--- src/rtl/interrupt_vector_slot_dispatcher_top_defines.svh ---
// assertion macros for the interrupt vector slot dispatcher
`ifndef INTERRUPT_VECTOR_SLOT_DISPATCHER_TOP_DEFINES_SVH
`define INTERRUPT_VECTOR_SLOT_DISPATCHER_TOP_DEFINES_SVH

// antecedent implies consequent in the same cycle
`define IVSD_ASSERT_IMPL(lbl, ante, cons, msg) \
  lbl: assert property (@(posedge clk_i) disable iff (!rst_ni) (ante) |-> (cons)) \
    else $error(msg);

// antecedent implies consequent in a later cycle
`define IVSD_ASSERT_DLY2(lbl, ante, cons, msg) \
  lbl: assert property (@(posedge clk_i) disable iff (!rst_ni) (ante) |-> ##2 (cons)) \
    else $error(msg);

`endif

--- src/rtl/ivsd_pkg.sv ---
// shared types and codes of the interrupt vector slot dispatcher
package ivsd_pkg;

  localparam int unsigned NumSlotsDef   = 16;
  localparam int unsigned MaxSourcesDef = 32;

  localparam logic [1:0] OP_REG    = 2'd0;
  localparam logic [1:0] OP_UNREG  = 2'd1;
  localparam logic [1:0] OP_EVENT  = 2'd2;
  localparam logic [1:0] OP_RSVD   = 2'd3;

  localparam logic [1:0] ST_OK      = 2'd0;
  localparam logic [1:0] ST_BAD_ARG = 2'd1;
  localparam logic [1:0] ST_BUSY    = 2'd2;
  localparam logic [1:0] ST_NO_RES  = 2'd3;

  localparam logic [1:0] KIND_NONE     = 2'd0;
  localparam logic [1:0] KIND_VECTORED = 2'd1;
  localparam logic [1:0] KIND_SHARED   = 2'd2;
  localparam logic [1:0] KIND_SPURIOUS = 2'd3;

  localparam logic [7:0] SHARE_MAX = 8'd255;

  typedef enum logic [1:0] {
    PH_FIQ,
    PH_VEC,
    PH_IRQ
  } phase_e;

  typedef struct packed {
    logic [1:0]  op;
    logic [5:0]  source;
    logic        handler_given;
    logic [31:0] irq_pending;
    logic [31:0] fiq_pending;
    logic        vector_flag;
  } item_t;

  typedef struct packed {
    logic [1:0] status;
    logic [3:0] slot;
    logic       slot_valid;
    logic [1:0] dispatch_kind;
    logic [4:0] dispatch_source;
    logic       disable_request;
    logic       last;
  } result_t;

  typedef struct packed {
    logic   load;
    logic   exec;
    logic   scan;
    phase_e phase;
    logic   flush;
  } cmd_t;

  typedef struct packed {
    logic scan_done;
  } sts_t;

endpackage

--- src/rtl/ivsd_ctrl.sv ---
// controller state machine: sequences register ops and the three event passes
module ivsd_ctrl import ivsd_pkg::*; (
  input  logic       clk_i,
  input  logic       rst_ni,
  input  logic       start,
  input  logic [1:0] op_i,
  input  sts_t       sts_i,
  output cmd_t       cmd_o,
  output logic       busy
);

  typedef enum logic [1:0] {
    S_IDLE,
    S_EXEC,
    S_SCAN,
    S_FLUSH
  } state_e;

  state_e state_q;
  phase_e phase_q;
  logic   busy_q;

  always_ff @(posedge clk_i or negedge rst_ni) begin
    if (!rst_ni) begin
      state_q <= S_IDLE;
      phase_q <= PH_FIQ;
      busy_q  <= 1'b0;
    end else begin
      case (state_q)
        S_IDLE: begin
          if (start) begin
            busy_q  <= 1'b1;
            phase_q <= PH_FIQ;
            state_q <= (op_i == OP_EVENT) ? S_SCAN : S_EXEC;
          end
        end
        S_EXEC: begin
          busy_q  <= 1'b0;
          state_q <= S_IDLE;
        end
        S_SCAN: begin
          if (sts_i.scan_done) begin
            case (phase_q)
              PH_FIQ:  phase_q <= PH_VEC;
              PH_VEC:  phase_q <= PH_IRQ;
              default: state_q <= S_FLUSH;
            endcase
          end
        end
        S_FLUSH: begin
          busy_q  <= 1'b0;
          state_q <= S_IDLE;
        end
        default: begin
          busy_q  <= 1'b0;
          state_q <= S_IDLE;
        end
      endcase
    end
  end

  always_comb begin
    cmd_o       = '0;
    cmd_o.phase = phase_q;
    cmd_o.load  = (state_q == S_IDLE) && start;
    cmd_o.exec  = (state_q == S_EXEC);
    cmd_o.scan  = (state_q == S_SCAN);
    cmd_o.flush = (state_q == S_FLUSH);
  end

  assign busy = busy_q;

endmodule

--- src/rtl/ivsd_datapath.sv ---
// slot table, source map, share counts, scan counter and result registers
module ivsd_datapath import ivsd_pkg::*; #(
  parameter int unsigned NUM_SLOTS   = NumSlotsDef,
  parameter int unsigned MAX_SOURCES = MaxSourcesDef
) (
  input  logic       clk_i,
  input  logic       rst_ni,
  input  item_t      item_i,
  input  logic       cfg_valid_i,
  input  logic [5:0] cfg_data_i,
  input  cmd_t       cmd_i,
  output sts_t       sts_o,
  output logic       result_valid_o,
  output result_t    result_o
);

  localparam int unsigned SLOT_W = (NUM_SLOTS > 1) ? $clog2(NUM_SLOTS) : 1;
  localparam int unsigned SRC_W  = (MAX_SOURCES > 1) ? $clog2(MAX_SOURCES) : 1;

  item_t       item_q;
  logic [31:0] irq_q;
  logic [5:0]  cnt_q;
  logic [5:0]  num_q;
  logic        held_v_q;
  result_t     held_q;
  logic        out_valid_q;
  logic        out_valid_d;
  result_t     out_q;

  logic [NUM_SLOTS-1:0]   active_q;
  logic [4:0]             owner_q [NUM_SLOTS];
  logic [MAX_SOURCES-1:0] mapped_q;
  logic [SLOT_W-1:0]      src_slot_q [MAX_SOURCES];
  logic [7:0]             share_q [MAX_SOURCES];
  logic [MAX_SOURCES-1:0] shared_q;

  logic [5:0]        ns;
  logic [5:0]        limit;
  logic              done;
  logic              step;
  logic [SRC_W-1:0]  src_idx;
  logic [SLOT_W-1:0] slot_idx;
  logic [4:0]        owner;
  logic              src_ok;
  logic              arg_ok;
  logic              mapped_s;
  logic [7:0]        share_s;
  logic [SLOT_W-1:0] ss;
  logic              free_found;
  logic [SLOT_W-1:0] free_idx;
  logic              alloc;
  logic [SLOT_W+3:0] free_w;
  logic [SLOT_W+3:0] ss_w;
  logic [SLOT_W+3:0] idx_w;
  result_t           res_exec;
  result_t           res_flush;
  result_t           cand;
  logic              hit;

  assign ns       = (num_q > 6'(MAX_SOURCES)) ? 6'(MAX_SOURCES) : num_q;
  assign limit    = (cmd_i.phase == PH_VEC) ? 6'(NUM_SLOTS) : ns;
  assign done     = (cnt_q == limit);
  assign step     = cmd_i.scan && !done;
  assign src_idx  = cmd_i.scan ? cnt_q[SRC_W-1:0] : item_q.source[SRC_W-1:0];
  assign slot_idx = cnt_q[SLOT_W-1:0];
  assign owner    = owner_q[slot_idx];
  assign src_ok   = (item_q.source < ns);
  assign arg_ok   = src_ok && item_q.handler_given;
  assign mapped_s = mapped_q[src_idx];
  assign share_s  = share_q[src_idx];
  assign ss       = src_slot_q[src_idx];
  assign alloc    = cmd_i.exec && (item_q.op == OP_REG) && arg_ok && !mapped_s && free_found;
  assign free_w   = {4'b0, free_idx};
  assign ss_w     = {4'b0, ss};
  assign idx_w    = {4'b0, slot_idx};

  assign sts_o.scan_done = done;

  // a found dispatch pushes out the one held before it
  assign out_valid_d = cmd_i.exec || cmd_i.flush || (step && hit && held_v_q);

  // lowest free slot
  always_comb begin
    free_found = 1'b0;
    free_idx   = '0;
    for (int i = NUM_SLOTS - 1; i >= 0; i--) begin
      if (!active_q[i]) begin
        free_found = 1'b1;
        free_idx   = SLOT_W'(i);
      end
    end
  end

  always_comb begin
    res_exec        = '0;
    res_exec.last   = 1'b1;
    res_exec.status = ST_BAD_ARG;
    case (item_q.op)
      OP_REG: begin
        if (!arg_ok) begin
          res_exec.status = ST_BAD_ARG;
        end else if (mapped_s) begin
          res_exec.status = (share_s != 8'd0) ? ST_OK : ST_BUSY;
        end else if (free_found) begin
          res_exec.status     = ST_OK;
          res_exec.slot       = free_w[3:0];
          res_exec.slot_valid = 1'b1;
        end else begin
          res_exec.status = ST_NO_RES;
        end
      end
      OP_UNREG: res_exec.status = src_ok ? ST_OK : ST_BAD_ARG;
      default:  res_exec.status = ST_BAD_ARG;
    endcase
  end

  // final result of an event: the held dispatch, or a none result
  always_comb begin
    res_flush        = '0;
    res_flush.status = ST_OK;
    if (held_v_q) begin
      res_flush = held_q;
    end
    res_flush.last = 1'b1;
  end

  // dispatch candidate at the current scan position
  always_comb begin
    cand        = '0;
    cand.status = ST_OK;
    hit         = 1'b0;
    case (cmd_i.phase)
      PH_FIQ: begin
        hit                  = item_q.fiq_pending[cnt_q[4:0]];
        cand.dispatch_source = cnt_q[4:0];
        if (mapped_s) begin
          cand.dispatch_kind = KIND_VECTORED;
          cand.slot          = ss_w[3:0];
          cand.slot_valid    = 1'b1;
        end else if (shared_q[src_idx]) begin
          cand.dispatch_kind = KIND_SHARED;
        end else begin
          cand.dispatch_kind   = KIND_SPURIOUS;
          cand.disable_request = 1'b1;
        end
      end
      PH_VEC: begin
        hit                  = item_q.vector_flag && active_q[slot_idx] && irq_q[owner];
        cand.dispatch_source = owner;
        cand.dispatch_kind   = KIND_VECTORED;
        cand.slot            = idx_w[3:0];
        cand.slot_valid      = 1'b1;
      end
      PH_IRQ: begin
        hit                  = irq_q[cnt_q[4:0]];
        cand.dispatch_source = cnt_q[4:0];
        if (shared_q[src_idx]) begin
          cand.dispatch_kind = KIND_SHARED;
        end else begin
          cand.dispatch_kind   = KIND_SPURIOUS;
          cand.disable_request = 1'b1;
        end
      end
      default: hit = 1'b0;
    endcase
  end

  // control: config, scan counter, result strobes
  always_ff @(posedge clk_i or negedge rst_ni) begin
    if (!rst_ni) begin
      num_q       <= 6'd32;
      cnt_q       <= '0;
      held_v_q    <= 1'b0;
      out_valid_q <= 1'b0;
    end else begin
      out_valid_q <= out_valid_d;
      if (cfg_valid_i) begin
        num_q <= cfg_data_i;
      end
      if (cmd_i.load) begin
        cnt_q    <= '0;
        held_v_q <= 1'b0;
      end
      if (cmd_i.scan) begin
        cnt_q <= done ? 6'd0 : cnt_q + 6'd1;
        if (step && hit) begin
          held_v_q <= 1'b1;
        end
      end
      if (cmd_i.flush) begin
        held_v_q <= 1'b0;
      end
    end
  end

  // payload registers
  always_ff @(posedge clk_i) begin
    if (cmd_i.load) begin
      item_q <= item_i;
      irq_q  <= item_i.irq_pending;
    end
    if (cmd_i.exec) begin
      out_q <= res_exec;
    end
    if (step && hit) begin
      held_q <= cand;
      out_q  <= held_q;
      if (cmd_i.phase == PH_VEC) begin
        irq_q[owner] <= 1'b0;
      end
    end
    if (cmd_i.flush) begin
      out_q <= res_flush;
    end
    if (alloc) begin
      owner_q[free_idx]   <= item_q.source[4:0];
      src_slot_q[src_idx] <= free_idx;
    end
  end

  // slot table and source map
  always_ff @(posedge clk_i or negedge rst_ni) begin
    if (!rst_ni) begin
      active_q <= '0;
      mapped_q <= '0;
      shared_q <= '0;
      for (int i = 0; i < MAX_SOURCES; i++) begin
        share_q[i] <= 8'd0;
      end
    end else if (cmd_i.exec) begin
      case (item_q.op)
        OP_REG: begin
          if (arg_ok) begin
            if (mapped_s) begin
              if (share_s != 8'd0) begin
                if (share_s != SHARE_MAX) begin
                  share_q[src_idx] <= share_s + 8'd1;
                end
                shared_q[src_idx] <= 1'b1;
              end
            end else if (free_found) begin
              active_q[free_idx] <= 1'b1;
              mapped_q[src_idx]  <= 1'b1;
              share_q[src_idx]   <= 8'd1;
            end
          end
        end
        OP_UNREG: begin
          if (src_ok) begin
            if (share_s > 8'd1) begin
              share_q[src_idx]  <= share_s - 8'd1;
              shared_q[src_idx] <= 1'b0;
            end else begin
              if (mapped_s) begin
                active_q[ss] <= 1'b0;
              end
              mapped_q[src_idx] <= 1'b0;
              share_q[src_idx]  <= 8'd0;
            end
          end
        end
        default: ;
      endcase
    end
  end

  assign result_valid_o = out_valid_q;
  assign result_o       = out_q;

endmodule

--- src/rtl/interrupt_vector_slot_dispatcher_top.sv ---
// top level of the interrupt vector slot dispatcher
// Usage:
// An item is taken when start is high and busy is low. Register and
// unregister items pass through the exec state, and their one result is
// registered from it; busy stays high for one cycle, in which no item is taken.
// An interrupt event scans one position per cycle with one shared counter:
// the FIQ pass over the implemented sources, the vectored pass over all
// NUM_SLOTS slots and the IRQ pass over the sources; each pass closes with
// a step when the counter reaches its limit, and then the flush state ends
// the item. A found dispatch is held until the next one is found
// or until the flush state, so results trail the scan by one dispatch.
// Each result is on result_o for one cycle under result_valid_o and is
// taken at the end of that cycle; the receiver cannot stall. last marks the
// final result of an item.
// The num_sources register is written through cfg_valid_i/cfg_data_i, always
// ready; the user must write it only while busy is low, the block does not enforce it.
// Reset frees all slots, unmaps all sources, clears share counts and sets
// num_sources to 32.
`include "interrupt_vector_slot_dispatcher_top_defines.svh"
module interrupt_vector_slot_dispatcher_top import ivsd_pkg::*; #(
  parameter int unsigned NUM_SLOTS   = NumSlotsDef,
  parameter int unsigned MAX_SOURCES = MaxSourcesDef
) (
  input  logic       clk_i,
  input  logic       rst_ni,
  input  logic       start,
  output logic       busy,
  input  item_t      item_i,
  input  logic       cfg_valid_i,
  output logic       cfg_ready_o,
  input  logic [5:0] cfg_data_i,
  output logic       result_valid_o,
  output result_t    result_o
);

  cmd_t cmd;
  sts_t sts;

  assign cfg_ready_o = 1'b1;

  ivsd_ctrl u_ctrl (
    .clk_i  (clk_i),
    .rst_ni (rst_ni),
    .start  (start),
    .op_i   (item_i.op),
    .sts_i  (sts),
    .cmd_o  (cmd),
    .busy   (busy)
  );

  ivsd_datapath #(
    .NUM_SLOTS   (NUM_SLOTS),
    .MAX_SOURCES (MAX_SOURCES)
  ) u_datapath (
    .clk_i          (clk_i),
    .rst_ni         (rst_ni),
    .item_i         (item_i),
    .cfg_valid_i    (cfg_valid_i && cfg_ready_o),
    .cfg_data_i     (cfg_data_i),
    .cmd_i          (cmd),
    .sts_o          (sts),
    .result_valid_o (result_valid_o),
    .result_o       (result_o)
  );

  `IVSD_ASSERT_IMPL(a_disable_spurious, result_valid_o && result_o.disable_request, result_o.dispatch_kind == KIND_SPURIOUS, "disable request on a non-spurious dispatch")
  `IVSD_ASSERT_DLY2(a_op_result, start && !busy && item_i.op != OP_EVENT, result_valid_o && result_o.last, "register op result missing")
  `IVSD_ASSERT_IMPL(a_done_last, $fell(busy), result_valid_o && result_o.last, "item ended without a final result")

endmodule
--- config.mk ---
export PLATFORM = sky130hd
export DESIGN_NAME = interrupt_vector_slot_dispatcher_top
export DESIGN_NICKNAME = d
export VERILOG_FILES = /design/src/rtl/ivsd_pkg.sv /design/src/rtl/ivsd_ctrl.sv /design/src/rtl/ivsd_datapath.sv /design/src/rtl/interrupt_vector_slot_dispatcher_top.sv
export VERILOG_INCLUDE_DIRS = /design/src /design/src/rtl
export SDC_FILE = /design/constraint.sdc
export NUM_CORES = 2
export LEC_CHECK = 0
export ABC_AREA = 1
export BUFFER_PORTS_ARGS = -buffer_cell sky130_fd_sc_hd__buf_4
export CORE_UTILIZATION = 40
export CTS_BUF_LIST = sky130_fd_sc_hd__clkbuf_4 sky130_fd_sc_hd__clkbuf_8
export DETAILED_ROUTE_END_ITERATION = 10
export PLACE_DENSITY = 0.53
export REMOVE_ABC_BUFFERS = 1
export SYNTH_ARGS = -nofsm -noshare
export SYNTH_HDL_FRONTEND = slang
export SYNTH_HIERARCHICAL = 1
export SYNTH_SLANG_ARGS = --single-unit
--- constraint.sdc ---
create_clock -name clk_i -period 4.65 [get_ports clk_i]
set_input_delay 0.2325 -clock clk_i [delete_from_list [all_inputs] [get_ports clk_i]]
set_output_delay 0.2325 -clock clk_i [all_outputs]
set_load 0.02 [all_outputs]
After elaboration in Yosys (flattened, before gate mapping)
Memory sizes are Yosys's and may differ from the RTL's. Cells that the tools add are included.

Shifts and indexed selects: 0. Multiplexer cells: 135. Order comparisons: 15. Add/sub/neg operators: 3. Reduce and logical (&&, ||, !) cells: 39. Equality and inequality tests: 25. Multiply operators: 0. Bitwise gates (word level): 16. Divide/modulo/power cells: 0.

Operators by type and width (number): $mux 256 (7); $bwmux 256 (2); $pmux 256 s2 (1); $mux 32 (13); $and 256x256->256 (1); $not 256->256 (1); $and 224x224->224 (1); $not 224->224 (1); $mux 16 (9); $pmux 32 s2 (2); $and 32x32->32 (3); $or 32x32->32 (3); $mux 4 (16); $not 32->32 (2); $bmux 8 s5 (1); $demux 8 s5 (1); $mux 1 (37); $pmux 16 s2 (1); $mux 5 (6); $mux 6 (5); $bmux 1 s5 (5); $mux 8 (3); $mux 2 (11); $pmux 7 s3 (1); 46 further kinds (100).

Latch bits: 0. Output and inout port bits: 19. RAM bits: 208. Bits of input ports: 84. Memory bits (read-only): 0. Memories kept: 2. Register bits: 458.

Memory list: u_datapath.src_slot_q (words 32, bits a word 4, rd ports 1, clocked after Yosys merged registers in 0, wr ports 1, RTL line ivsd_datapath.sv:33) `logic [SLOT_W-1:0] src_slot_q [MAX_SOURCES];`; u_datapath.owner_q (words 16, bits a word 5, rd ports 1, clocked after Yosys merged registers in 0, wr ports 1, RTL line ivsd_datapath.sv:31) `logic [4:0] owner_q [NUM_SLOTS];`.

Depth between registers and ports, before layout
Depth in word-level cells: 25. Mapped depth: 30. Gate-level depth less buffers: 26.

By module
The synthesis kept the hierarchy.

By module, submodules not included: ivsd_datapath (sequential area each 17768.3 um2, cells each 5980, instances 1, area each 41061.9 um2); ivsd_ctrl (sequential area each 125.1 um2, cells each 41, instances 1, area each 294.0 um2); interrupt_vector_slot_dispatcher_top (sequential area each 0.0 um2, cells each 2, instances 1, area each 11.3 um2).

Worst setup path after synthesis
OpenSTA, ideal clock, no wires.

Path type: reg-to-reg. From: register u_ctrl.state_q[0]. To: memory u_datapath.owner_q[10][0] (enable). Arrival time: 3246 ps. Data required time: 4269 ps. Path slack: 1023 ps. Path buffers: 4. Setup time: 381 ps. Stages on the path, launching flop included: 22. Cells stage by stage: dfrtp_1 -> inv_2 -> nand2_2 -> inv_2 -> buf_4 -> nand2_1 -> nand2_2 -> buf_4 -> nor2_2 -> buf_2 -> nand2_1 -> nand4_1 -> nand2_1 -> nand2_1 -> nor2_1 -> nand2_1 -> a21oi_1 -> nand2_1 -> nor2_1 -> nand2_1 -> buf_2 -> nor4_1.

RTL lines: start, declared (RTL line ivsd_ctrl.sv:19) `state_e state_q;`; start signal, assigned (RTL line ivsd_ctrl.sv:34) `state_q <= (op_i == OP_EVENT) ? S_SCAN : S_EXEC;`; end, declared (RTL line ivsd_datapath.sv:31).

==> results summary <==
During I/O placement, the number of pins put on the boundary was 103. The number of design rule violations left after detail routing is 0. The area growth from synthesis to layout is 17.0%. After floorplanning, the core was sized to cover 102000 um2. Clock-pin slew was measured on the worst setup and hold paths at 70 ps. The maximum operating frequency came out at 220 MHz. The maximum number of pins on one net before global-route repair is 135.

The floorplan has 117 rows. The via count normalized by instance count is 5.59. The number of vias in the routed layout came out at 43134. The commonest cells after synthesis are sky130_fd_sc_hd__nand2_1, sky130_fd_sc_hd__nand3_1, sky130_fd_sc_hd__nor2_1, sky130_fd_sc_hd__dfrtp_1, sky130_fd_sc_hd__inv_1.

The arrival time at the worst endpoint is 5020 ps. The total power consumption of the routed design came out at 0.0320 W. The required time of the critical path is 5130 ps. In this run the horizontal extent of the chip is 324 um.

Headroom to the max-slew limit came out at 0.350. The initial utilization of the core area, before any placement, comes to 0.405. The power per unit of standard cell area came out at 660 nW/um2. After synthesis, the largest family of logic cells by area is simple AND/OR/NAND/NOR gates. The final number of setup-violating endpoints is 0. The worst setup path is captured at a flip-flop. The max-slew violation total from the final report was 0. The non-filler instance count after layout came out at 7715.

By startpoint and endpoint, the worst setup path is classified as reg2reg. The number of detailed-route iterations in the first pass came out at 8. The startpoint type of the worst setup path is a flip-flop. Synthesis produced a netlist whose cell count is 6023. Along the worst path, the maximum fanout reaches 67. The post-synth design cell area came out at 41400 um2.

The most frequently used cell type in the post-synthesis netlist is sky130_fd_sc_hd__nand2_1. Setup repair after global routing could not meet its margin everywhere. The standby leakage power came out at 22.5 nW. After the last flow step, the layout net total stands at 6331. Fill cells in the final layout number 10497. The placed wire-length estimate after detailed placement came out at 113000 um. The worst reg-to-reg path cell count is 15.

The TritonCTS sink count came out at 666. The share of synthesized area in the top cell type comes to 0.219. The count of input and output buffers is 101. The first-pass GRT wire length is 257000 um.

The vertical die dimension came out at 324 um. After layout, the minimum clock period comes to 4550 ps. The synthesized design contains 666 register bits.

The antenna violation net count after detailed routing came out at 0. By area the synthesized netlist is led by sky130_fd_sc_hd__nand2_1, sky130_fd_sc_hd__dfrtp_1, sky130_fd_sc_hd__edfxtp_1. TritonCTS built the clock tree. The number of max-cap violations is 0. The maximum buffer depth of the clock tree is 3. The initial DRC count is 5395.

The fraction of synthesis flops using an asynchronous set or reset pin is 0.533. The via count of the first global-routing pass is 39531. In this run, placement finished with an instance count of 7356. For the worst-skew pair, the clock arrives at the later sink with an insertion delay of 860 ps.

The fraction of layout instances using a drive strength above 1 came out at 0.117. The part of the Yosys area used for sequential elements is 0.433. In this run the mean area of a mapped cell was 6.87 um2.

VDD sags by at most 0.843 mV. The footprint of the multi-input gates came out at 20600 um2. The most frequently used flop master after synthesis is sky130_fd_sc_hd__dfrtp_1. The min-delay analysis places its worst path in the category in2async. The number of antenna violations at the first check in global routing is 3.

Across the whole layout, storage elements account for 17900 um2. The post-synthesis adder-cell area fraction is 0.00302. The multiplexer share of the synthesized area is 0.00348. Wires add up to 176000 um. The run finished with clean final reports.

The global-route congestion overflow total is 0. The worst-case clock skew came out at 55.0 ps. Of all cell types, the one taking the most synthesized area is sky130_fd_sc_hd__nand2_1.

The die covers 105000 um2. The xor and xnor fraction of the mapped netlist area is 0.00254. The maximum level of the CTS H-tree is 4. The post-synthesis compound-gate area fraction is 0.0775. At the pin with the least slew margin, the transition time is 973 ps. In this run the clock root is driven by a sky130_fd_sc_hd__clkbuf_8.

The global router's overall resource usage is 0.328. The number of clock buffers added by TritonCTS is 130. The simple-gate share of the synthesized area is 0.407.

The number of endpoints with negative hold slack in the final report came out at 0. The Yosys step of the flow raised 6 warnings. The routed length per placed instance is 22.8 um. The distinct cell type count after synthesis came out at 46. The number of flops mapped to enable cells by yosys came out at 278.

The routability-driven placement congestion ratio is 0.960. The period utilization came out at 0.978.
[worst max-delay path, cell delays in order, from the launching register on]
cell and delay, ps:
sky130_fd_sc_hd__dfrtp_1 410, sky130_fd_sc_hd__inv_2 80, sky130_fd_sc_hd__nand2_2 120, sky130_fd_sc_hd__inv_4 100
sky130_fd_sc_hd__inv_2 120, sky130_fd_sc_hd__nand2_1 90, sky130_fd_sc_hd__nand2_2 210, sky130_fd_sc_hd__inv_2 90
sky130_fd_sc_hd__buf_16 250, sky130_fd_sc_hd__nor2_2 550, sky130_fd_sc_hd__buf_4 230, sky130_fd_sc_hd__buf_4 120
sky130_fd_sc_hd__inv_2 110, sky130_fd_sc_hd__nor2_1 760, sky130_fd_sc_hd__inv_1 460, sky130_fd_sc_hd__nor2_1 450
[cell type report]
cell class,instances,share of cell area
inverter,397,0.0313
tap,1368,0.0354
clock buffer,192,0.0490
sequential,666,0.370
antenna,4,0.000207
clock inverter,46,0.00969
timing repair buffer,425,0.0793
multi-input combinational,4617,0.426
[where the power goes]
part	internal, W	switching (W)
Combinational	0.00415	0.0135
Sequential	0.00713	0.000644
Clock	0.00370	0.00285
[sequential cells by signal, summed over array words and instances, names as in the netlist, named ones only]
signal / count
u_ctrl/phase_q: 2
u_datapath/share_q: 256
u_datapath/cnt_q: 6
u_datapath/active_q: 16
u_datapath/owner_q: 80
u_datapath/src_slot_q: 128
u_datapath/held_v_q: 1
u_datapath/held_q: 13
u_datapath/result_valid_o: 1
u_datapath/item_q: 42
u_datapath/num_q: 6
u_ctrl/busy: 1
u_datapath/irq_q: 32
u_datapath/result_o: 16
u_ctrl/state_q: 2
[per-layer routing]
layer | up-vias | wire length, um | global-route usage
li1 | 20022 | - | -
met1 | 20431 | 74400 | 0.457
met2 | 2250 | 76800 | 0.500
met3 | 429 | 16800 | 0.0574
met4 | 2 | 7690 | 0.137
met5 | - | 8 | 0
[cells in the final DEF, fill, tap and decap left out, types with 8 or more instances in the layout]
master	count
sky130_fd_sc_hd__nand2_1	2408
sky130_fd_sc_hd__nand3_1	819
sky130_fd_sc_hd__nor2_1	555
sky130_fd_sc_hd__dfrtp_1	353
sky130_fd_sc_hd__inv_1	349
sky130_fd_sc_hd__buf_4	298
sky130_fd_sc_hd__edfxtp_1	278
sky130_fd_sc_hd__o21ai_0	268
sky130_fd_sc_hd__clkbuf_8	149
sky130_fd_sc_hd__a21oi_1	105
sky130_fd_sc_hd__dlygate4sd3_1	91
sky130_fd_sc_hd__a22oi_1	78
sky130_fd_sc_hd__nand4_1	72
sky130_fd_sc_hd__nor2_2	53
sky130_fd_sc_hd__clkbuf_4	43
sky130_fd_sc_hd__o211ai_1	38
sky130_fd_sc_hd__nor2_4	36
sky130_fd_sc_hd__inv_2	34
sky130_fd_sc_hd__dfxtp_1	33
sky130_fd_sc_hd__buf_12	21
sky130_fd_sc_hd__o22ai_1	20
sky130_fd_sc_hd__clkinv_1	17
sky130_fd_sc_hd__nand2_2	17
sky130_fd_sc_hd__o21ai_1	16
sky130_fd_sc_hd__clkinv_2	15
sky130_fd_sc_hd__nand3b_1	14
sky130_fd_sc_hd__nor3_1	13
sky130_fd_sc_hd__o21bai_1	13
sky130_fd_sc_hd__mux2i_1	11
sky130_fd_sc_hd__ha_1	10
sky130_fd_sc_hd__nor3_2	9
sky130_fd_sc_hd__nor4_1	8
sky130_fd_sc_hd__xor2_1	8
[stage by stage]
step                      TNS (ps)  hold slack [ps]   util  setup slack (ps)  area, um2
after CTS                        0             58.5  0.470              79.7      48100
final                            0              115  0.474               103      48400
after floorplan           -4621940            -63.1      -            -13340      39800
after detailed placement     -4.20              267  0.433             -4.20      44300
after global routing          -273             75.7  0.474             -23.5      48400
after global placement           0              265  0.433              10.3      44300
[final timing paths]
path	start	to	slack (ps)
setup / recovery	u_ctrl/state_q[0]$_DFFE_PN0P_	u_datapath/src_slot_q[27][1]$_DFFE_PP_	100
hold / removal	rst_ni	u_datapath/share_q[12]$_DFFE_PN0P_	110
setup reg to reg	u_ctrl/state_q[0]$_DFFE_PN0P_	u_datapath/src_slot_q[27][1]$_DFFE_PP_	100
hold reg to reg	flip-flop	flip-flop	480
max in group asynchronous	rst_ni	async pin	3830
min in group clk_i	item_i[17]	u_datapath/item_q[17]$_DFFE_PP_	120
[timing repair]
action                                  CTS  global route
hold buffers                             92             0
pin swaps                                 0             5
setup buffers                             0            19
hold endpoints to repair                273             0
resized for setup                         2            25
cloned                                    0             6
endpoints found under the setup margin   25           451
[logic make-up (layout without fill, tap and decap cells)]
group,after synthesis,count (layout)
flip-flops,666,666
buffers and inverters,742,1060
multiplexers,14,14
other,1,5
AO/OA/AOI/OAI,558,558
XOR/XNOR,12,12
adder cells (fa/ha/maj),10,10
AND/OR/NAND/NOR,4020,4022
Note: power is estimated with default switching activity, not from simulation.
